<file path="config.mk">
export PLATFORM = sky130hd
export DESIGN_NAME = scanline_run_segment_extractor_flat
export DESIGN_NICKNAME = d
export VERILOG_FILES = /design/src/design/srse_pkg.sv /design/src/design/srse_pix_if.sv /design/src/design/srse_seg_if.sv /design/src/design/srse_seg_store.sv /design/src/design/scanline_run_segment_extractor.sv /design/src/flat_wrapper.sv
export SDC_FILE = /design/constraint.sdc
export NUM_CORES = 1
export LEC_CHECK = 0
export BUFFER_PORTS_ARGS = -buffer_cell sky130_fd_sc_hd__buf_2
export CORE_ASPECT_RATIO = 0.75
export CORE_MARGIN = 1.5
export CORE_UTILIZATION = 47
export CTS_CLUSTER_SIZE = 16
export DETAILED_ROUTE_END_ITERATION = 10
export PLACE_DENSITY = 0.68
export SLEW_MARGIN = 20
export SYNTH_ARGS = -nofsm -noshare
export SYNTH_HDL_FRONTEND = slang
export SYNTH_SLANG_ARGS = --single-unit
</file>
<file path="constraint.sdc">
create_clock -name clk -period 3.8 [get_ports clk]
set_input_delay 0.57 -clock clk [delete_from_list [all_inputs] [get_ports clk]]
set_output_delay 0.57 -clock clk [all_outputs]
set_load 0.03 [all_outputs]
</file>
<file path="src/design/srse_pkg.sv">
// Shared constants and types for the scanline run segment extractor.
// No dependencies; compiled first.
package srse_pkg;

  localparam int BYTE_W  = 8;
  localparam int SEG_W   = 9;
  localparam int GLYPH_W = 9;

  localparam int DEF_MAX_SEGMENTS = 20;
  localparam int DEF_MAX_WIDTH    = 256;

  localparam logic [GLYPH_W-1:0] GLYPH_WIDTH_RESET = 9'd64;

  // Segment store write strobes.
  typedef struct packed {
    logic start_we;
    logic end_we;
  } seg_wr_t;

endpackage

</file>
<file path="src/design/srse_pix_if.sv">
// Pixel byte channel: valid/ready handshake carrying eight packed pixels.
// Depends on srse_pkg.
interface srse_pix_if;
  import srse_pkg::*;

  logic              valid;
  logic              ready;
  logic [BYTE_W-1:0] pixel_byte;

  modport source (output valid, output pixel_byte, input ready);
  modport sink   (input valid, input pixel_byte, output ready);
endinterface

</file>
<file path="src/design/srse_seg_if.sv">
// Segment channel: valid/ready handshake carrying one row segment.
// Depends on srse_pkg.
interface srse_seg_if;
  import srse_pkg::*;

  logic             valid;
  logic             ready;
  logic [SEG_W-1:0] seg_start;
  logic [SEG_W-1:0] seg_end;
  logic             seg_final;
  logic             run_overflow;

  modport source (output valid, output seg_start, output seg_end, output seg_final,
                  output run_overflow, input ready);
  modport sink   (input valid, input seg_start, input seg_end, input seg_final,
                  input run_overflow, output ready);
endinterface

</file>
<file path="src/design/srse_seg_store.sv">
// Segment start/end memories: one write port, one registered read port.
// Depends on srse_pkg.
module srse_seg_store #(
  parameter int DEPTH = srse_pkg::DEF_MAX_SEGMENTS,
  parameter int AW    = 5
) (
  input  logic                       clk,
  input  srse_pkg::seg_wr_t          wr,
  input  logic [AW-1:0]              wr_addr,
  input  logic [srse_pkg::SEG_W-1:0] wr_data,
  input  logic [AW-1:0]              rd_addr,
  output logic [srse_pkg::SEG_W-1:0] rd_start,
  output logic [srse_pkg::SEG_W-1:0] rd_end
);
  import srse_pkg::*;

  logic [SEG_W-1:0] start_mem [DEPTH];
  logic [SEG_W-1:0] end_mem   [DEPTH];

  always_ff @(posedge clk) begin
    if (wr.start_we) begin
      start_mem[wr_addr] <= wr_data;
    end
    if (wr.end_we) begin
      end_mem[wr_addr] <= wr_data;
    end
    rd_start <= start_mem[rd_addr];
    rd_end   <= end_mem[rd_addr];
  end

endmodule

</file>
<file path="src/design/scanline_run_segment_extractor.sv">
// Scanline run segment extractor: top level with scan sequencer and output register.
// Depends on srse_pkg, srse_pix_if, srse_seg_if and srse_seg_store.
//
// Each pixel byte is scanned one pixel per cycle. Between its pixel
// transaction and the next one, a byte passes through its acceptance, the scan
// of its eight pixels and one row-end check; at the row end, padding pixels
// stop the scan early. The single write port of the segment store takes at
// most one run edge per cycle. The byte that reaches the glyph width ends the
// row and starts the readout: MAX_SEGMENTS segments, each a store read and
// then an output register load, stalled by back-pressure on the segment
// channel. No new byte is taken until the readout is done. The user must write
// glyph_width through glyph_width_we/glyph_width_data only while the block is
// idle; the block itself does not enforce this. Values above MAX_WIDTH
// saturate to MAX_WIDTH. The store needs no clearing after reset.
module scanline_run_segment_extractor #(
  parameter int MAX_SEGMENTS = srse_pkg::DEF_MAX_SEGMENTS,
  parameter int MAX_WIDTH    = srse_pkg::DEF_MAX_WIDTH
) (
  input  logic                         clk,
  input  logic                         rst,
  input  logic                         glyph_width_we,
  input  logic [srse_pkg::GLYPH_W-1:0] glyph_width_data,
  srse_pix_if.sink                     pixels,
  srse_seg_if.source                   segments
);
  import srse_pkg::*;

  localparam int CW = $clog2(MAX_WIDTH + 8);
  localparam int GW = (CW > GLYPH_W) ? CW : GLYPH_W;
  localparam int RW = $clog2(MAX_SEGMENTS + 1);
  localparam int AW = (MAX_SEGMENTS > 1) ? $clog2(MAX_SEGMENTS) : 1;

  localparam logic [1:0] ST_IDLE = 2'd0;
  localparam logic [1:0] ST_SCAN = 2'd1;
  localparam logic [1:0] ST_RD   = 2'd2;
  localparam logic [1:0] ST_OUT  = 2'd3;

  logic [1:0]         state;
  logic [GLYPH_W-1:0] glyph_width;
  logic [CW-1:0]      column;
  logic               inside_run;
  logic [RW-1:0]      run_count;
  logic               overflowed;
  logic [CW-1:0]      open_start;
  logic [BYTE_W-1:0]  byte_q;
  logic [3:0]         bit_idx;
  logic [AW-1:0]      seg_idx;

  logic [GW-1:0]      w_ext;
  logic [CW-1:0]      w_now;
  logic [CW-1:0]      px;
  logic               scan_done;
  logic               row_more;
  logic               cur_set;
  logic               slot_free;
  logic [AW-1:0]      rc_addr;
  logic [RW-1:0]      rc_m1;
  logic [CW-1:0]      close_end;
  logic [AW-1:0]      rd_idx;
  logic               last_seg;
  logic               out_free;

  seg_wr_t            wr;
  logic [SEG_W-1:0]   wr_data;
  logic [SEG_W-1:0]   rd_start;
  logic [SEG_W-1:0]   rd_end;

  assign w_ext     = (GW'(glyph_width) > GW'(MAX_WIDTH)) ? GW'(MAX_WIDTH) : GW'(glyph_width);
  assign w_now     = w_ext[CW-1:0];
  assign px        = column + CW'(bit_idx);
  assign scan_done = (bit_idx == 4'd8) || (px >= w_now);
  assign row_more  = ({1'b0, column} + (CW+1)'(8)) < {1'b0, w_now};
  assign cur_set   = byte_q[bit_idx[2:0]];
  assign slot_free = run_count < RW'(MAX_SEGMENTS);
  assign rc_addr   = run_count[AW-1:0];
  assign rc_m1     = run_count - RW'(1);
  assign close_end = (w_now > open_start) ? w_now : open_start;
  assign rd_idx    = (RW'(seg_idx) < run_count) ? seg_idx : rc_m1[AW-1:0];
  assign last_seg  = seg_idx == AW'(MAX_SEGMENTS - 1);
  assign out_free  = !segments.valid || segments.ready;

  assign pixels.ready = (state == ST_IDLE);

  always_comb begin
    wr      = '0;
    wr_data = SEG_W'(px);
    if (state == ST_SCAN) begin
      if (scan_done) begin
        wr.end_we = !row_more && inside_run;
        wr_data   = SEG_W'(close_end);
      end else if (cur_set && !inside_run) begin
        wr.start_we = slot_free;
      end else if (!cur_set && inside_run) begin
        wr.end_we = 1'b1;
      end
    end
  end

  srse_seg_store #(
    .DEPTH (MAX_SEGMENTS),
    .AW    (AW)
  ) u_store (
    .clk      (clk),
    .wr       (wr),
    .wr_addr  (rc_addr),
    .wr_data  (wr_data),
    .rd_addr  (rd_idx),
    .rd_start (rd_start),
    .rd_end   (rd_end)
  );

  always_ff @(posedge clk) begin
    if (rst) begin
      glyph_width <= GLYPH_WIDTH_RESET;
    end else if (glyph_width_we) begin
      glyph_width <= glyph_width_data;
    end
  end

  always_ff @(posedge clk) begin
    if (rst) begin
      state      <= ST_IDLE;
      column     <= '0;
      inside_run <= 1'b0;
      run_count  <= '0;
      overflowed <= 1'b0;
      bit_idx    <= '0;
      seg_idx    <= '0;
    end else begin
      unique case (state)
        ST_IDLE: begin
          if (pixels.valid) begin
            byte_q  <= pixels.pixel_byte;
            bit_idx <= '0;
            state   <= ST_SCAN;
          end
        end
        ST_SCAN: begin
          if (scan_done) begin
            if (row_more) begin
              column <= column + CW'(8);
              state  <= ST_IDLE;
            end else begin
              if (inside_run) begin
                run_count  <= run_count + RW'(1);
                inside_run <= 1'b0;
              end
              seg_idx <= '0;
              state   <= ST_RD;
            end
          end else begin
            bit_idx <= bit_idx + 4'd1;
            if (cur_set && !inside_run) begin
              if (slot_free) begin
                inside_run <= 1'b1;
                open_start <= px;
              end else begin
                overflowed <= 1'b1;
              end
            end else if (!cur_set && inside_run) begin
              run_count  <= run_count + RW'(1);
              inside_run <= 1'b0;
            end
          end
        end
        ST_RD: begin
          state <= ST_OUT;
        end
        ST_OUT: begin
          if (out_free) begin
            if (last_seg) begin
              column     <= '0;
              inside_run <= 1'b0;
              run_count  <= '0;
              overflowed <= 1'b0;
              state      <= ST_IDLE;
            end else begin
              seg_idx <= seg_idx + AW'(1);
              state   <= ST_RD;
            end
          end
        end
        default: state <= ST_IDLE;
      endcase
    end
  end

  // Output register
  always_ff @(posedge clk) begin
    if (rst) begin
      segments.valid <= 1'b0;
    end else if (state == ST_OUT && out_free) begin
      segments.valid <= 1'b1;
    end else if (segments.ready) begin
      segments.valid <= 1'b0;
    end
  end

  always_ff @(posedge clk) begin
    if (state == ST_OUT && out_free) begin
      if (run_count == '0) begin
        segments.seg_start <= SEG_W'(w_now >> 1);
        segments.seg_end   <= SEG_W'(w_now >> 1);
      end else begin
        segments.seg_start <= rd_start;
        segments.seg_end   <= rd_end;
      end
      segments.seg_final    <= last_seg;
      segments.run_overflow <= overflowed;
    end
  end

endmodule

</file>
<file path="src/flat_wrapper.sv">
// flat-port wrapper written by rule: the top's interface ports become plain ports
module scanline_run_segment_extractor_flat import srse_pkg::*;
#(
  parameter int MAX_SEGMENTS = srse_pkg::DEF_MAX_SEGMENTS,
  parameter int MAX_WIDTH    = srse_pkg::DEF_MAX_WIDTH
)
  (clk, rst, glyph_width_we, glyph_width_data, pixels_valid, pixels_pixel_byte, pixels_ready, segments_valid, segments_seg_start, segments_seg_end, segments_seg_final, segments_run_overflow, segments_ready);
  srse_pix_if pixels_i ();
  srse_seg_if segments_i ();
  input  logic clk;
  input  logic rst;
  input  logic glyph_width_we;
  input  logic [srse_pkg::GLYPH_W-1:0] glyph_width_data;
  input wire logic [$bits(pixels_i.valid)-1:0] pixels_valid;
  input wire logic [$bits(pixels_i.pixel_byte)-1:0] pixels_pixel_byte;
  output wire logic [$bits(pixels_i.ready)-1:0] pixels_ready;
  output wire logic [$bits(segments_i.valid)-1:0] segments_valid;
  output wire logic [$bits(segments_i.seg_start)-1:0] segments_seg_start;
  output wire logic [$bits(segments_i.seg_end)-1:0] segments_seg_end;
  output wire logic [$bits(segments_i.seg_final)-1:0] segments_seg_final;
  output wire logic [$bits(segments_i.run_overflow)-1:0] segments_run_overflow;
  input wire logic [$bits(segments_i.ready)-1:0] segments_ready;
  assign pixels_i.valid = pixels_valid;
  assign pixels_i.pixel_byte = pixels_pixel_byte;
  assign pixels_ready = pixels_i.ready;
  assign segments_valid = segments_i.valid;
  assign segments_seg_start = segments_i.seg_start;
  assign segments_seg_end = segments_i.seg_end;
  assign segments_seg_final = segments_i.seg_final;
  assign segments_run_overflow = segments_i.run_overflow;
  assign segments_i.ready = segments_ready;
  scanline_run_segment_extractor #(.MAX_SEGMENTS(MAX_SEGMENTS), .MAX_WIDTH(MAX_WIDTH)) u_core (.clk(clk), .rst(rst), .glyph_width_we(glyph_width_we), .glyph_width_data(glyph_width_data), .pixels(pixels_i), .segments(segments_i));
endmodule
</file>
==> flow_summary.rst <==
.. list-table::
   :header-rows: 1

   * - Metric
     - Value
   * - Synth-to-layout area growth
     - 14.9%
   * - Post-synthesis instance total
     - about 1700
   * - Sw power
     - 0.00340 W
   * - Post-route worst hold slack
     - 0.182 ns
   * - Worst path max stage delay
     - 0.60 ns
   * - Layout cell share with drive strength beyond 1
     - 0.198
   * - Number of slew-limit violations in the final report
     - 0
   * - R2R setup slack
     - 0.12 ns
   * - Total nets after synthesis
     - between 1500 and 2000
   * - Number of buffers inserted during clock tree synthesis
     - 43
   * - Beginning of the worst hold path
     - pixels_pixel_byte[1]
   * - Fraction of the cycle the final worst path needs
     - 0.970
   * - H-tree depth reported by CTS
     - 2
   * - Area of the core
     - 43400 sq um
   * - Global route total overflow
     - 0
   * - Vertical die dimension
     - ~180 um
   * - Half-perimeter wire length of the detailed placement result
     - 39.0 mm
   * - Root buffer cell
     - clkbuf_16
   * - Cell type with the highest aggregate area in the netlist
     - edfxtp_1
   * - Synth unique cells
     - between 70 and 80
   * - Hold Path Class
     - input port to register
   * - Number of placed instances with taps included
     - roughly 2300
   * - Most area-consuming cells after synthesis
     - edfxtp_1, dfxtp_1, nand3_1
   * - Leakage
     - around 8.4 nW
   * - Sw frac
     - 0.279
   * - Power share of the sequential group
     - 0.456
   * - Capture instance of the worst register-to-register path
     - u_core.u_store.rd_end[5]
   * - End point of the worst hold path
     - u_core.byte_q[1]
   * - Global-route wire length before repair
     - roughly 90 mm
   * - Via count of the first global-routing pass
     - 14400
   * - Final Net Count
     - approximately 1800
   * - Number of rows in the core area
     - 66
   * - Clock sink total
     - 449
   * - Maximum fanout along the worst path
     - 24
   * - CP Capture Type
     - register
   * - IO Pins
     - 44
   * - Clock tree skew after final layout
     - around 0.019 ns
   * - Internal Power
     - 0.00878 W
   * - Largest vdd supply drop
     - between 0.0004 and 0.0005 V
   * - Slew HR
     - 0.323
   * - Clock tree from TritonCTS
     - built
   * - Setup CP Type
     - register to register
   * - Count of cells along the worst register-to-register path
     - 10
   * - Reg2Reg Launch Point
     - u_core.rc_addr[0]
   * - Predominant post-synthesis flop cell
     - edfxtp_1
   * - Routability cong.
     - approximately 0.93
   * - Setup-failing EPs final
     - 0
   * - Avg Vias per Cell
     - 6.43
   * - Total routing usage reported by global routing
     - 0.262
   * - Number of port buffers
     - 43
   * - Worst path arrival time
     - ~4 ns
   * - Clock insertion delay at the later pin of the skew report
     - 0.57 ns
   * - Starting density of the core
     - 0.477
   * - Family with the most delay on the worst path
     - compound AO/OA/AOI/OAI gates
   * - DR WL/cell
     - 25.4 um
   * - Largest net degree at the start of global routing
     - around 90
   * - Crit path cell chain
     - buf_4 > inv_1 > ha_1 > and3_1 > mux2_4 > nor2_4 > buf_12 > mux2_2 > a221oi_1 > o311ai_1
   * - Average cell area after synthesis
     - 12.4 sq um
   * - Worst path required time
     - 4.16 ns
   * - Shortest clock period the worst path allows after layout
     - 3.68 ns
   * - Proportion of power drawn by combinational gates
     - 0.181
   * - Flip-flop and latch count after synthesis
     - ~450
   * - Horizontal die dimension
     - 245 um
   * - Non-Filler Instances
     - roughly 2400
   * - Final count of hold timing violations
     - 0
   * - Transition time of the tightest slew-check pin
     - 1.00 ns
   * - Final standard cell utilization of the core
     - 0.548
   * - Area share of the largest cell type after synthesis
     - 0.577
   * - Clk pin slew, worst setup/hold paths
     - around 0.070 ns
   * - Buffering stage count on the worst path with inverters included
     - 3
   * - Launching element type of the critical path
     - register
   * - Maximum clock rate
     - approximately 270 MHz
   * - Layout fillers
     - between 3000 and 4000
   * - Proportion of synthesized chip area in sequential cells
     - 0.627
   * - Share of flip-flops with an asynchronous set or reset after synthesis
     - 0
   * - Number of nets still failing antenna checks after routing
     - 0
   * - Hold path depth
     - 1
   * - Power Dens Cells
     - 513 nW/um^2
   * - Number of iterations in the first detailed-routing pass
     - 6
   * - Maximum Capacitance Violations
     - 0
   * - Status
     - finished clean
   * - Initial antenna violation count
     - 2
   * - Number of DRC violations after detailed routing
     - 0
   * - WL final
     - between 60 and 70 mm
   * - RSZ-0062 raised after global routing
     - no
   * - Deepest clock path buffer count
     - 3
   * - Post-synth EDFFs
     - just under 400
   * - Setup TNS
     - 0 ns
   * - Area of the die
     - 45300 sq um
   * - Area of the mapped netlist
     - 20700 sq um
   * - Synth warn
     - 0
   * - First DRT Iteration DRCs
     - 2090
   * - Via count
     - 15200
   * - Fraction of power consumed by the clock network
     - 0.363
   * - Critical-path cell with the highest stage delay
     - a221oi_1
==> sequential cells by signal (all words and copies together), names as in the netlist, 2 cells and up <==
| signal | flops |
|---|---|
| u_core.state | 2 |
| u_core.byte_q | 8 |
| u_core.u_store.rd_start | 9 |
| u_core.u_store.start_mem | 180 |
| u_core.column | 6 |
| u_core.seg_idx | 5 |
| u_core.u_store.rd_end | 9 |
| u_core.bit_idx | 4 |
| u_core.glyph_width | 9 |
| u_core.u_store.end_mem | 180 |
| u_core.rc_addr | 5 |
| u_core.open_start | 9 |
| u_core.segments.seg_start | 9 |
| u_core.segments.seg_end | 9 |
==> layout make-up <==
| cell class | instances | area, sq um | share of cell area |
|---|---|---|---|
| multi-input combinational | 1046 | 7160 | 0.301 |
| clock inverter | 25 | 294 | 0.0124 |
| sequential | 449 | 13000 | 0.545 |
| tap | 578 | 723 | 0.0304 |
| antenna | 1 | 2.50 | 0.000105 |
| inverter | 56 | 210 | 0.00884 |
| clock buffer | 52 | 1130 | 0.0476 |
| timing repair buffer | 163 | 1280 | 0.0541 |
==> logic make-up (layout without fill, tap and decap cells) <==
kind of cell    Yosys count  after routing  synth area share
compound gates          441            443             0.147
buf+inv                 181            296            0.0387
other cells               0              1                 0
mux                      90             90            0.0495
simple gates            458            458             0.107
flops                   449            449             0.627
xor+xnor                 14             14           0.00593
fa+ha+maj                41             41            0.0248
==> metal layers <==
layer	track usage	vias up	share of wire	routed length, um
met5	0	-	0	0
met3	0.0562	103	0.12	7200
met4	0.0699	0	0.026	1570
met1	0.396	7546	0.43	25600
met2	0.381	927	0.43	25800
li1	-	6669	-	-
==> Yosys cell counts, types with 6 or more instances <==
master	instances
o211ai_1	38
a21oi_1	59
a211oi_1	23
edfxtp_1	397
a31o_1	9
nand4_1	8
clkbuf_1	62
a32oi_1	18
buf_4	6
buf_6	6
ha_1	41
o21ai_0	123
and3_1	25
dfxtp_1	52
inv_1	53
a31oi_1	36
and2_1	6
nor2_1	71
nand2b_1	7
nor3_1	14
a31o_2	9
mux2_2	54
buf_2	42
a221o_1	18
o311ai_1	17
a221oi_1	19
nand2_1	139
xnor2_1	9
o221ai_1	18
mux2i_1	29
nand3_1	149
nor4b_1	18
a22oi_1	19
buf_1	8
==> how the worst max path moves through the flow <==
stage / to / from / cells past startpoint / slack, ns
after floorplan: u_core.u_store.end_mem[0][0] / u_core.column[3] / 11 / -0.34
after global placement: u_core.u_store.end_mem[0][6] / u_core.glyph_width[8] / 12 / 0.17
after detailed placement: u_core.u_store.start_mem[15][8] / u_core.glyph_width[8] / 12 / 0.13
after CTS: u_core.u_store.start_mem[15][8] / u_core.glyph_width[8] / 12 / 0.12
after global routing: u_core.u_store.rd_end[5] / u_core.rc_addr[0] / 10 / 0.01
final: u_core.u_store.rd_end[5] / u_core.rc_addr[0] / 10 / 0.12
==> layout by cell type, fill, tap and decap left out, drive strengths merged, types with 14 or more instances in the layout <==
master / n
o221ai: 18
o311ai: 20
mux2: 56
inv: 54
nand2: 140
nor3: 14
clkbuf: 52
a31o: 18
buf: 163
a21oi: 60
mux2i: 32
a211oi: 23
a31oi: 38
nor4b: 18
edfxtp: 397
ha: 41
clkinv: 17
o21ai: 125
and3: 25
a221o: 18
nand3: 149
dfxtp: 52
a221oi: 19
o211ai: 38
a32oi: 18
a22oi: 19
nor2: 73
==> stage by stage <==
step                      total power (W)  setup slack [ns]  area, sq um
after floorplan                   0.00689            -0.345        20700
after global placement            0.00775             0.173        22200
after detailed placement          0.00778             0.126        22200
after CTS                          0.0121             0.122        23600
after global routing               0.0125            0.0140        23800
final                              0.0122             0.115        23800
==> power by group through the flow <==
stage	combinational (W)	sequential [W]	clock, W
floorplan	0.00125	0.00564	0
global placement	0.00209	0.00566	0
detailed placement	0.00212	0.00566	0
CTS	0.00212	0.00555	0.00445
global route	0.00233	0.00556	0.00465
finish	0.00220	0.00555	0.00443
==> repair_timing <==
item,CTS,global route
buffers inserted,0,3
resized for setup,0,30
setup endpoints to repair,0,261
endpoints found under the hold margin,0,0
hold buffers,0,0
(Power assumes the default switching activity.)
